===== src/rtl/bitmap_find_first_free_assert.svh =====
// Assertion macros for the bitmap find-first-free block.
// Expects clk and arst_n in the scope where the macros are used.
`ifndef BITMAP_FIND_FIRST_FREE_ASSERT_SVH
`define BITMAP_FIND_FIRST_FREE_ASSERT_SVH

// Consequent must hold in the same cycle as the antecedent.
`define BFF_ASSERT_NOW(lbl, ante, cons) \
	lbl: assert property (@(posedge clk) disable iff (!arst_n) (ante) |-> (cons)) \
		else $error("bitmap_find_first_free: same-cycle check failed");

// Consequent must hold in the cycle after the antecedent.
`define BFF_ASSERT_NEXT(lbl, ante, cons) \
	lbl: assert property (@(posedge clk) disable iff (!arst_n) (ante) |=> (cons)) \
		else $error("bitmap_find_first_free: next-cycle check failed");

`endif


===== src/rtl/bff_pkg.sv =====
// Shared constants, types and helper functions for the bitmap find-first-free block.
// No dependencies; the modules of the block and the testbench import this package.
package bff_pkg;

	// Sizes
	localparam int MAX_BITS_DEF = 4096;
	localparam int CMD_W        = 3;
	localparam int POS_W        = 12;
	localparam int CNT_W        = 13;
	localparam int WORD_W       = 64;
	localparam int BIT_SEL_W    = 6;
	localparam int WRD_W        = CNT_W - BIT_SEL_W + 1;
	localparam int APB_AW       = 3;
	localparam int APB_DW       = 32;

	// Command codes
	localparam logic [CMD_W-1:0] CMD_TEST      = 3'd0;
	localparam logic [CMD_W-1:0] CMD_SET       = 3'd1;
	localparam logic [CMD_W-1:0] CMD_CLEAR     = 3'd2;
	localparam logic [CMD_W-1:0] CMD_FIND      = 3'd3;
	localparam logic [CMD_W-1:0] CMD_CLEAR_ALL = 3'd4;
	localparam logic [CMD_W-1:0] CMD_SET_ALL   = 3'd5;

	// Register map (index = paddr / 4)
	localparam logic [APB_AW-3:0] REG_BIT_COUNT = 1'b0;
	localparam logic [CNT_W-1:0]  BIT_COUNT_RST = 13'd4096;

	localparam logic [WORD_W-1:0] WORD_ONES = '1;

	// Command class seen by the controller
	typedef enum logic [1:0] {
		OP_BIT,
		OP_FIND,
		OP_FILL,
		OP_NONE
	} op_kind_t;

	typedef enum logic [2:0] {
		ST_INIT,
		ST_IDLE,
		ST_DECODE,
		ST_BIT,
		ST_SCAN,
		ST_FILL,
		ST_DONE
	} state_t;

	// Controller to datapath
	typedef struct packed {
		logic req_load;
		logic rd_bit;
		logic rd_cnt;
		logic cnt_clr;
		logic cnt_inc;
		logic bit_exec;
		logic wr_fill;
		logic fill_ones;
		logic res_oor;
		logic res_find;
		logic out_load;
	} dp_cmd_t;

	// Datapath to controller
	typedef struct packed {
		op_kind_t kind;
		logic     set_all;
		logic     oor;
		logic     no_words;
		logic     scan_hit;
		logic     last_word;
		logic     init_last;
	} dp_stat_t;

	// Index of the lowest set bit of a nonzero word, binary search
	function automatic logic [BIT_SEL_W-1:0] lowest_one(input logic [WORD_W-1:0] w);
		logic [WORD_W-1:0]    v;
		logic [BIT_SEL_W-1:0] n;
		v = w;
		n = '0;
		if (v[31:0] == 32'd0) begin
			n[5] = 1'b1;
			v = v >> 32;
		end
		if (v[15:0] == 16'd0) begin
			n[4] = 1'b1;
			v = v >> 16;
		end
		if (v[7:0] == 8'd0) begin
			n[3] = 1'b1;
			v = v >> 8;
		end
		if (v[3:0] == 4'd0) begin
			n[2] = 1'b1;
			v = v >> 4;
		end
		if (v[1:0] == 2'd0) begin
			n[1] = 1'b1;
			v = v >> 2;
		end
		if (v[0] == 1'b0) begin
			n[0] = 1'b1;
		end
		return n;
	endfunction

endpackage


===== src/rtl/bff_ctrl.sv =====
// Controller of the bitmap find-first-free block: sequences decode, bit access,
// scan, fill and the reset clearing pass. Depends on bff_pkg.
module bff_ctrl (
	input  logic               clk,
	input  logic               arst_n,
	input  logic               in_valid,
	output logic               in_stall,
	output logic               out_valid,
	input  logic               out_stall,
	input  bff_pkg::dp_stat_t  stat,
	output bff_pkg::dp_cmd_t   ctl
);
	import bff_pkg::*;

	state_t state_q;
	state_t state_nxt;
	logic   out_valid_q;
	logic   accept;
	logic   out_free;

	assign accept    = in_valid && (state_q == ST_IDLE);
	assign out_free  = !out_valid_q || !out_stall;
	assign in_stall  = (state_q != ST_IDLE);
	assign out_valid = out_valid_q;

	// Next state
	always_comb begin
		state_nxt = state_q;
		unique case (state_q)
			ST_INIT: begin
				if (stat.init_last) state_nxt = ST_IDLE;
			end
			ST_IDLE: begin
				if (accept) state_nxt = ST_DECODE;
			end
			ST_DECODE: begin
				unique case (stat.kind)
					OP_BIT:  state_nxt = stat.oor ? ST_DONE : ST_BIT;
					OP_FIND: state_nxt = stat.no_words ? ST_DONE : ST_SCAN;
					OP_FILL: state_nxt = stat.no_words ? ST_DONE : ST_FILL;
					default: state_nxt = ST_DONE;
				endcase
			end
			ST_BIT: state_nxt = ST_DONE;
			ST_SCAN: begin
				if (stat.scan_hit || stat.last_word) state_nxt = ST_DONE;
			end
			ST_FILL: begin
				if (stat.last_word) state_nxt = ST_DONE;
			end
			ST_DONE: begin
				if (out_free) state_nxt = ST_IDLE;
			end
			default: state_nxt = ST_IDLE;
		endcase
	end

	// Datapath commands
	always_comb begin
		ctl = '0;
		unique case (state_q)
			ST_INIT: begin
				ctl.wr_fill = 1'b1;
				ctl.cnt_inc = 1'b1;
			end
			ST_IDLE: begin
				ctl.req_load = accept;
			end
			ST_DECODE: begin
				unique case (stat.kind)
					OP_BIT: begin
						ctl.res_oor = stat.oor;
						ctl.rd_bit  = !stat.oor;
					end
					OP_FIND: begin
						ctl.rd_cnt  = !stat.no_words;
						ctl.cnt_clr = 1'b1;
					end
					OP_FILL: begin
						ctl.cnt_clr = 1'b1;
					end
					default: ;
				endcase
			end
			ST_BIT: begin
				ctl.bit_exec = 1'b1;
			end
			ST_SCAN: begin
				ctl.res_find = stat.scan_hit;
				if (!stat.scan_hit && !stat.last_word) begin
					ctl.rd_cnt  = 1'b1;
					ctl.cnt_inc = 1'b1;
				end
			end
			ST_FILL: begin
				ctl.wr_fill   = 1'b1;
				ctl.fill_ones = stat.set_all;
				ctl.cnt_inc   = 1'b1;
			end
			ST_DONE: begin
				ctl.out_load = out_free;
			end
			default: ;
		endcase
	end

	// State and output valid
	always_ff @(posedge clk or negedge arst_n) begin
		if (!arst_n) begin
			state_q     <= ST_INIT;
			out_valid_q <= 1'b0;
		end else begin
			state_q <= state_nxt;
			if (ctl.out_load) begin
				out_valid_q <= 1'b1;
			end else if (!out_stall) begin
				out_valid_q <= 1'b0;
			end
		end
	end

endmodule


===== config.mk =====
export PLATFORM = sky130hd
export DESIGN_NAME = bff_ctrl
export DESIGN_NICKNAME = d
export VERILOG_FILES = /design/src/rtl/bitmap_find_first_free_assert.svh /design/src/rtl/bff_pkg.sv /design/src/rtl/bff_ctrl.sv
export SDC_FILE = /design/constraint.sdc
export NUM_CORES = 1
export LEC_CHECK = 0
export CAP_MARGIN = 10
export CORE_AREA = 5 5 42 44
export CTS_CLUSTER_DIAMETER = 150
export CTS_CLUSTER_SIZE = 30
export DETAILED_ROUTE_END_ITERATION = 16
export DIE_AREA = 0 0 47 49
export DONT_BUFFER_PORTS = 1
export PLACE_DENSITY_LB_ADDON = 0.08
export SYNTH_ARGS = -nofsm -noshare
export SYNTH_HDL_FRONTEND = slang
export SYNTH_SLANG_ARGS = --single-unit

===== constraint.sdc =====
create_clock -name clk -period 1.5 [get_ports clk]
set_clock_uncertainty 0.2 [all_clocks]
set_input_delay 0.075 -clock clk [delete_from_list [all_inputs] [get_ports clk]]
set_output_delay 0.075 -clock clk [all_outputs]
set_load 0.005 [all_outputs]

# ---- Word level (Yosys, flattened, before mapping)
# Index checks and enable logic that the tools add are counted.
dict set report word_totals {
  regBits 4
  latch_bits 0
  ramBits 0
  romBits 0
  inputBits 12
  output_inout_bits 13
  word_cells 60
  memories 0
}
dict set report classes {
  n_addsub 0
  n_mul 0
  div 0
  n_lt_le_gt_ge 0
  eq_ne 15
  shifts 0
  n_mux 28
  n_bitwise 0
  reduce_logical 15
}
# operator count
set op_table {}
lappend op_table {{case mux 3 bit (7 select lines)} 1}
lappend op_table {{two-way mux 3 bit} 6}
lappend op_table {{two-way mux 1 bit} 16}
lappend op_table {{inequality test 2 bit (second input constant)} 5}
lappend op_table {{== test 3 bit (second input constant)} 3}
lappend op_table {{case mux 3 bit (3 select lines)} 1}
lappend op_table {{== test 3 x 2 -> 1 bit (second input constant)} 2}
lappend op_table {{logical NOT 1 bit} 6}
lappend op_table {{AND reduction 5 bit} 1}
lappend op_table {{two-way mux 2 bit} 2}
lappend op_table {{case mux 1 bit (2 select lines)} 2}
lappend op_table {{OR reduction 2 bit} 2}
lappend op_table {{== test 3 x 1 -> 1 bit (second input constant)} 1}
lappend op_table {{logical NOT 3 bit} 1}
lappend op_table {{inequality test 3 x 1 -> 1 bit (second input constant)} 1}
lappend op_table {{== test 2 x 1 -> 1 bit (second input constant)} 1}
lappend op_table {{== test 2 bit (second input constant)} 1}
lappend op_table {{logical AND 1 bit} 2}
lappend op_table {{logical NOT 2 bit} 1}
lappend op_table {{logical OR 1 bit} 2}
lappend op_table {{inequality test 2 x 1 -> 1 bit (second input constant)} 1}

# ---- Longest topological paths before layout
dict set report logic_depth {
  word_depth 4
  ltp_mapped 6
  mapped_depth_nobuf 6
}

# ---- Least setup slack after synthesis
# Ideal clock, no wire load.
dict set report synth_path {
  path_type {reg-to-reg}
  from {reg state_q[1]}
  to {reg state_q[0]}
  setup_ps 79
  arrival_ps 1275
  t_required_ps 1221
  setup_slack_ps -55
  path_stages_with_launch 4
  period_less_slack_ps 1555
  cell_sequence {dfrtp_1 -> or4_4 -> o311ai_2 -> mux2i_1}
}
dict set report synth_via {
  elab_chain_len 4
}
# item line
set synth_rtl {}
lappend synth_rtl {{from (decl)} bff_ctrl.sv:15} ;# state_t state_q;
lappend synth_rtl {{from (signal assigned)} bff_ctrl.sv:113} ;# state_q <= state_nxt;
lappend synth_rtl {{== test 3 x 1 -> 1 bit} {bff_ctrl.sv:21, bff_ctrl.sv:29}}
lappend synth_rtl {{logical AND 1 bit} bff_ctrl.sv:21} ;# assign accept = in_valid && (state_q == ST_IDLE);
lappend synth_rtl {{inequality test 2 bit (no line)} --}
lappend synth_rtl {{AND reduction 5 bit (no line)} --}
# Parallel ways exist; a longest one is shown, timed or not.
# A chain may end at the register's enable or synchronous reset.

==> results.sh <==
export IMPL_status="finished with violations"
export IMPL_violations="setup timing"
export IMPL_clk_pin_slew_worst_paths_ns=0.04
export IMPL_drc=0
export IMPL_start_util_pct=33.2
export IMPL_coreArea_sq_um=1400
export IMPL_grt_overflow=0
export IMPL_hp_start="stat[3]"
export IMPL_rsz0062_at_grt="yes"
export IMPL_syn_nets=76
export IMPL_rows=14
export IMPL_arrival_ns=1.43
export IMPL_powerDensity_nw_per_um2=1860
export IMPL_wl_mm=1.42
export IMPL_crit_required_ns=1.22
export IMPL_synth_warnings=0
export IMPL_setup_tns_ns=-1.51
export IMPL_insertedDiodeCount=0
export IMPL_combPwrFrac_pct=76.2
export IMPL_pre_cts_ws_ns=-0.0932
export IMPL_synth_cells=60
export IMPL_grt_max_degree=13
export IMPL_synth_xor_area_share_pct=1.88
export IMPL_min_path_type="in -> reg"
export IMPL_wl_per_cell_microns=14.1
export IMPL_start_kind="flip-flop"
export IMPL_synth_top_area_share_pct=21.5
export IMPL_area_growth_pct=84.1
export IMPL_layout_min_cycle_time_ns=1.71
export IMPL_tritoncts="built"
export IMPL_io_pins=25
export IMPL_synth_distinct_cells=28
export IMPL_dp_hpwl_mm=1.02
export IMPL_place_area_sq_um=589
export IMPL_p_sw_share_pct=45.8
export IMPL_p_switching_uw=730
export IMPL_die_y_microns=49
export IMPL_avgViaCountPerCell=5.25
export IMPL_cts_sinks=4
export IMPL_fin_area_sq_um=857
export IMPL_seqPwrFrac_pct=14.2
export IMPL_cp_max_fo=3
export IMPL_m1WireLength_microns=549
export IMPL_holdPathEnd="state_q[1]$_DFFE_PN0P_"
export IMPL_maxCapViolations=0
export IMPL_dieArea_sq_um=2300
export IMPL_synth_top_family_by_area="simple AND/OR/NAND/NOR gates"
export IMPL_clock_fmax_mhz=586
export IMPL_clock_latency_ns=0.24
export IMPL_layout_drive_gt1_share_pct=56.5
export IMPL_critPathCaptureType="primary output"
export IMPL_route_top_layer_used="met4"
export IMPL_synth_compound_area_share_pct=20.2
export IMPL_fin_util_pct=61.2
export IMPL_cts_root_buf="clkbuf_4"
export IMPL_yosys_area_share_simple_pct=35.2
export IMPL_power_leakage_uw=0.000389
export IMPL_cts_buffers=3
export IMPL_fin_nets=102
export IMPL_clockPowerShare_pct=9.6
export IMPL_whs_path_depth=4
export IMPL_grt_pass1_vias=568
export IMPL_drtAntennaViolNets=0
export IMPL_critPathKind="reg -> out"
export IMPL_antenna_found_initial=0
export IMPL_yosys_top_cells_area="dfrtp_1, ha_1, nor4b_2"
export IMPL_grt_pass1_wl_mm=2.46
export IMPL_vias=530
export IMPL_die_width_microns=47
export IMPL_slew_headroom_pct=82.5
export IMPL_synth_seq_cells=4
export IMPL_tightest_slew_ns=0.262
export IMPL_drt_first_iter_violations=17
export IMPL_p_int_uw=864
export IMPL_yosysTopAreaCell="dfrtp_1"
export IMPL_synth_avg_cell_area_sq_um=7.76
export IMPL_synth_seq_area_share_pct=21.5
export IMPL_wl_met2_microns=760
export IMPL_port_buffers=0
export IMPL_layout_setup_ws_ns=-0.207
export IMPL_place_congestion=0.697
export IMPL_wl_met3_microns=101
export IMPL_grt_util_all_layers_pct=14.7
export IMPL_rr_startpoint="state_q[0]$_DFFE_PN0P_"
export IMPL_synthMuxAreaShare_pct=2.15
export IMPL_htreeDepth=1
export IMPL_netlist_area_sq_um=465
export IMPL_r2r_cells=7
export IMPL_synth_adder_area_share_pct=10.8
export IMPL_vdd_drop_max_uv=997
export IMPL_reg2reg_to="state_q[0]$_DFFE_PN0P_"
export IMPL_finalMaxSlewViolations=0
export IMPL_rrSetupSlack_ns=-0.20
export IMPL_final_hold_viol_count=0
export IMPL_setup_viol=10
export IMPL_dr_pass1_iters=4
export IMPL_min_period_over_period_pct=114
export IMPL_clk_path_buf_depth=2
## worst max-delay path: stages, from the launching register on
cell and delay, ns:
dfrtp_1 0.39, nand2b_4 0.15, or4_4 0.45, buf_6 0.15
o21ai_2 0.06
## what timing repair did
action,in CTS,in global routing
endpoints found under the setup margin,10,15
pin swaps,4,4
endpoints found under the hold margin,7,0
resized for setup,25,8
gates cloned,0,0
buffers inserted,7,2
hold buffers,3,0
## synthesized netlist by cell type
cell	count
buf_2	1
a21oi_1	3
nand2b_1	2
clkbuf_1	2
or3_1	1
xor2_1	1
o311ai_2	1
inv_1	6
nor2_1	6
o41ai_1	1
o31ai_1	1
or3b_1	1
dfrtp_1	4
inv_2	1
nand3_1	1
mux2i_1	1
nor3b_1	3
or4_4	1
o21ai_1	3
nor3_1	2
nor4b_2	2
ha_1	4
a221oi_1	1
a211oi_1	1
nor4_1	1
nand2_1	5
o21ai_0	3
and4b_1	1
## power by group through the flow
stage,Clock [uW],Combinational [uW],Sequential [uW]
3_5_place_dp,0,785,230
4_1_cts,157,1140,218
6_report,152,1210,227
2_1_floorplan,0,483,243
3_3_place_gp,0,783,233
5_1_grt,178,1320,232
## how the worst max path moves through the flow
| stage | from | end | slack (ns) | depth (start not counted) |
|---|---|---|---|---|
| 3_3_place_gp | state_q[1]$_DFFE_PN0P_ | state_q[1]$_DFFE_PN0P_ | -0.08 | 4 |
| 2_1_floorplan | state_q[0]$_DFFE_PN0P_ | state_q[0]$_DFFE_PN0P_ | -0.02 | 4 |
| 5_1_grt | state_q[0]$_DFFE_PN0P_ | in_stall | -0.27 | 5 |
| 6_report | state_q[0]$_DFFE_PN0P_ | ctl[6] | -0.21 | 4 |
| 4_1_cts | state_q[0]$_DFFE_PN0P_ | state_q[0]$_DFFE_PN0P_ | -0.20 | 7 |
| 3_5_place_dp | state_q[1]$_DFFE_PN0P_ | state_q[1]$_DFFE_PN0P_ | -0.09 | 4 |
## logic make-up after synthesis
group	count (synthesis)
xor+xnor	1
flops	4
buf+inv	10
fa+ha+maj	4
mux	1
compound gates	14
simple gates	26
## flip-flops by register name, indices dropped and copies added (netlist names)
name       count
state_q        3
out_valid      1
## metal layers
layer	GRT usage, %	up-vias
met5	0	-
met4	6.91	0
met3	3.69	2
met2	24.4	16
met1	16.5	249
li1	-	263
## stage by stage
| stage | std cells | hold slack [ns] | total power, uW |
|---|---|---|---|
| finish | 101 | 0.0115 | 1590 |
| global route | 101 | 0.0149 | 1730 |
| CTS | 100 | 0.0151 | 1520 |
| detailed placement | 86 | -0.420 | 1020 |
| global placement | 86 | -0.420 | 1020 |
| floorplan | 60 | -0.421 | 726 |
## area by class of cell
type	count	area [sq um]
Fill cell	121	544
Timing Repair Buffer	24	203
Sequential cell	4	103
Clock buffer	4	26.3
Tap cell	16	20.0
Multi-Input combinational cell	46	474
Inverter	7	31.3
## layout by cell type (no fill, tap or decap), types with 2 or more instances in the layout
master,count
clkbuf_4,3
inv_1,6
a21oi_2,3
dfrtp_1,2
nand2b_4,2
nor4b_4,2
o21ai_2,2
o21ai_0,2
dlygate4sd3_1,3
dfrtp_2,2
buf_4,17
ha_1,4
nor2_1,4
buf_6,4
nand2_1,4
o21ai_1,2
(Power assumes the default switching activity.)
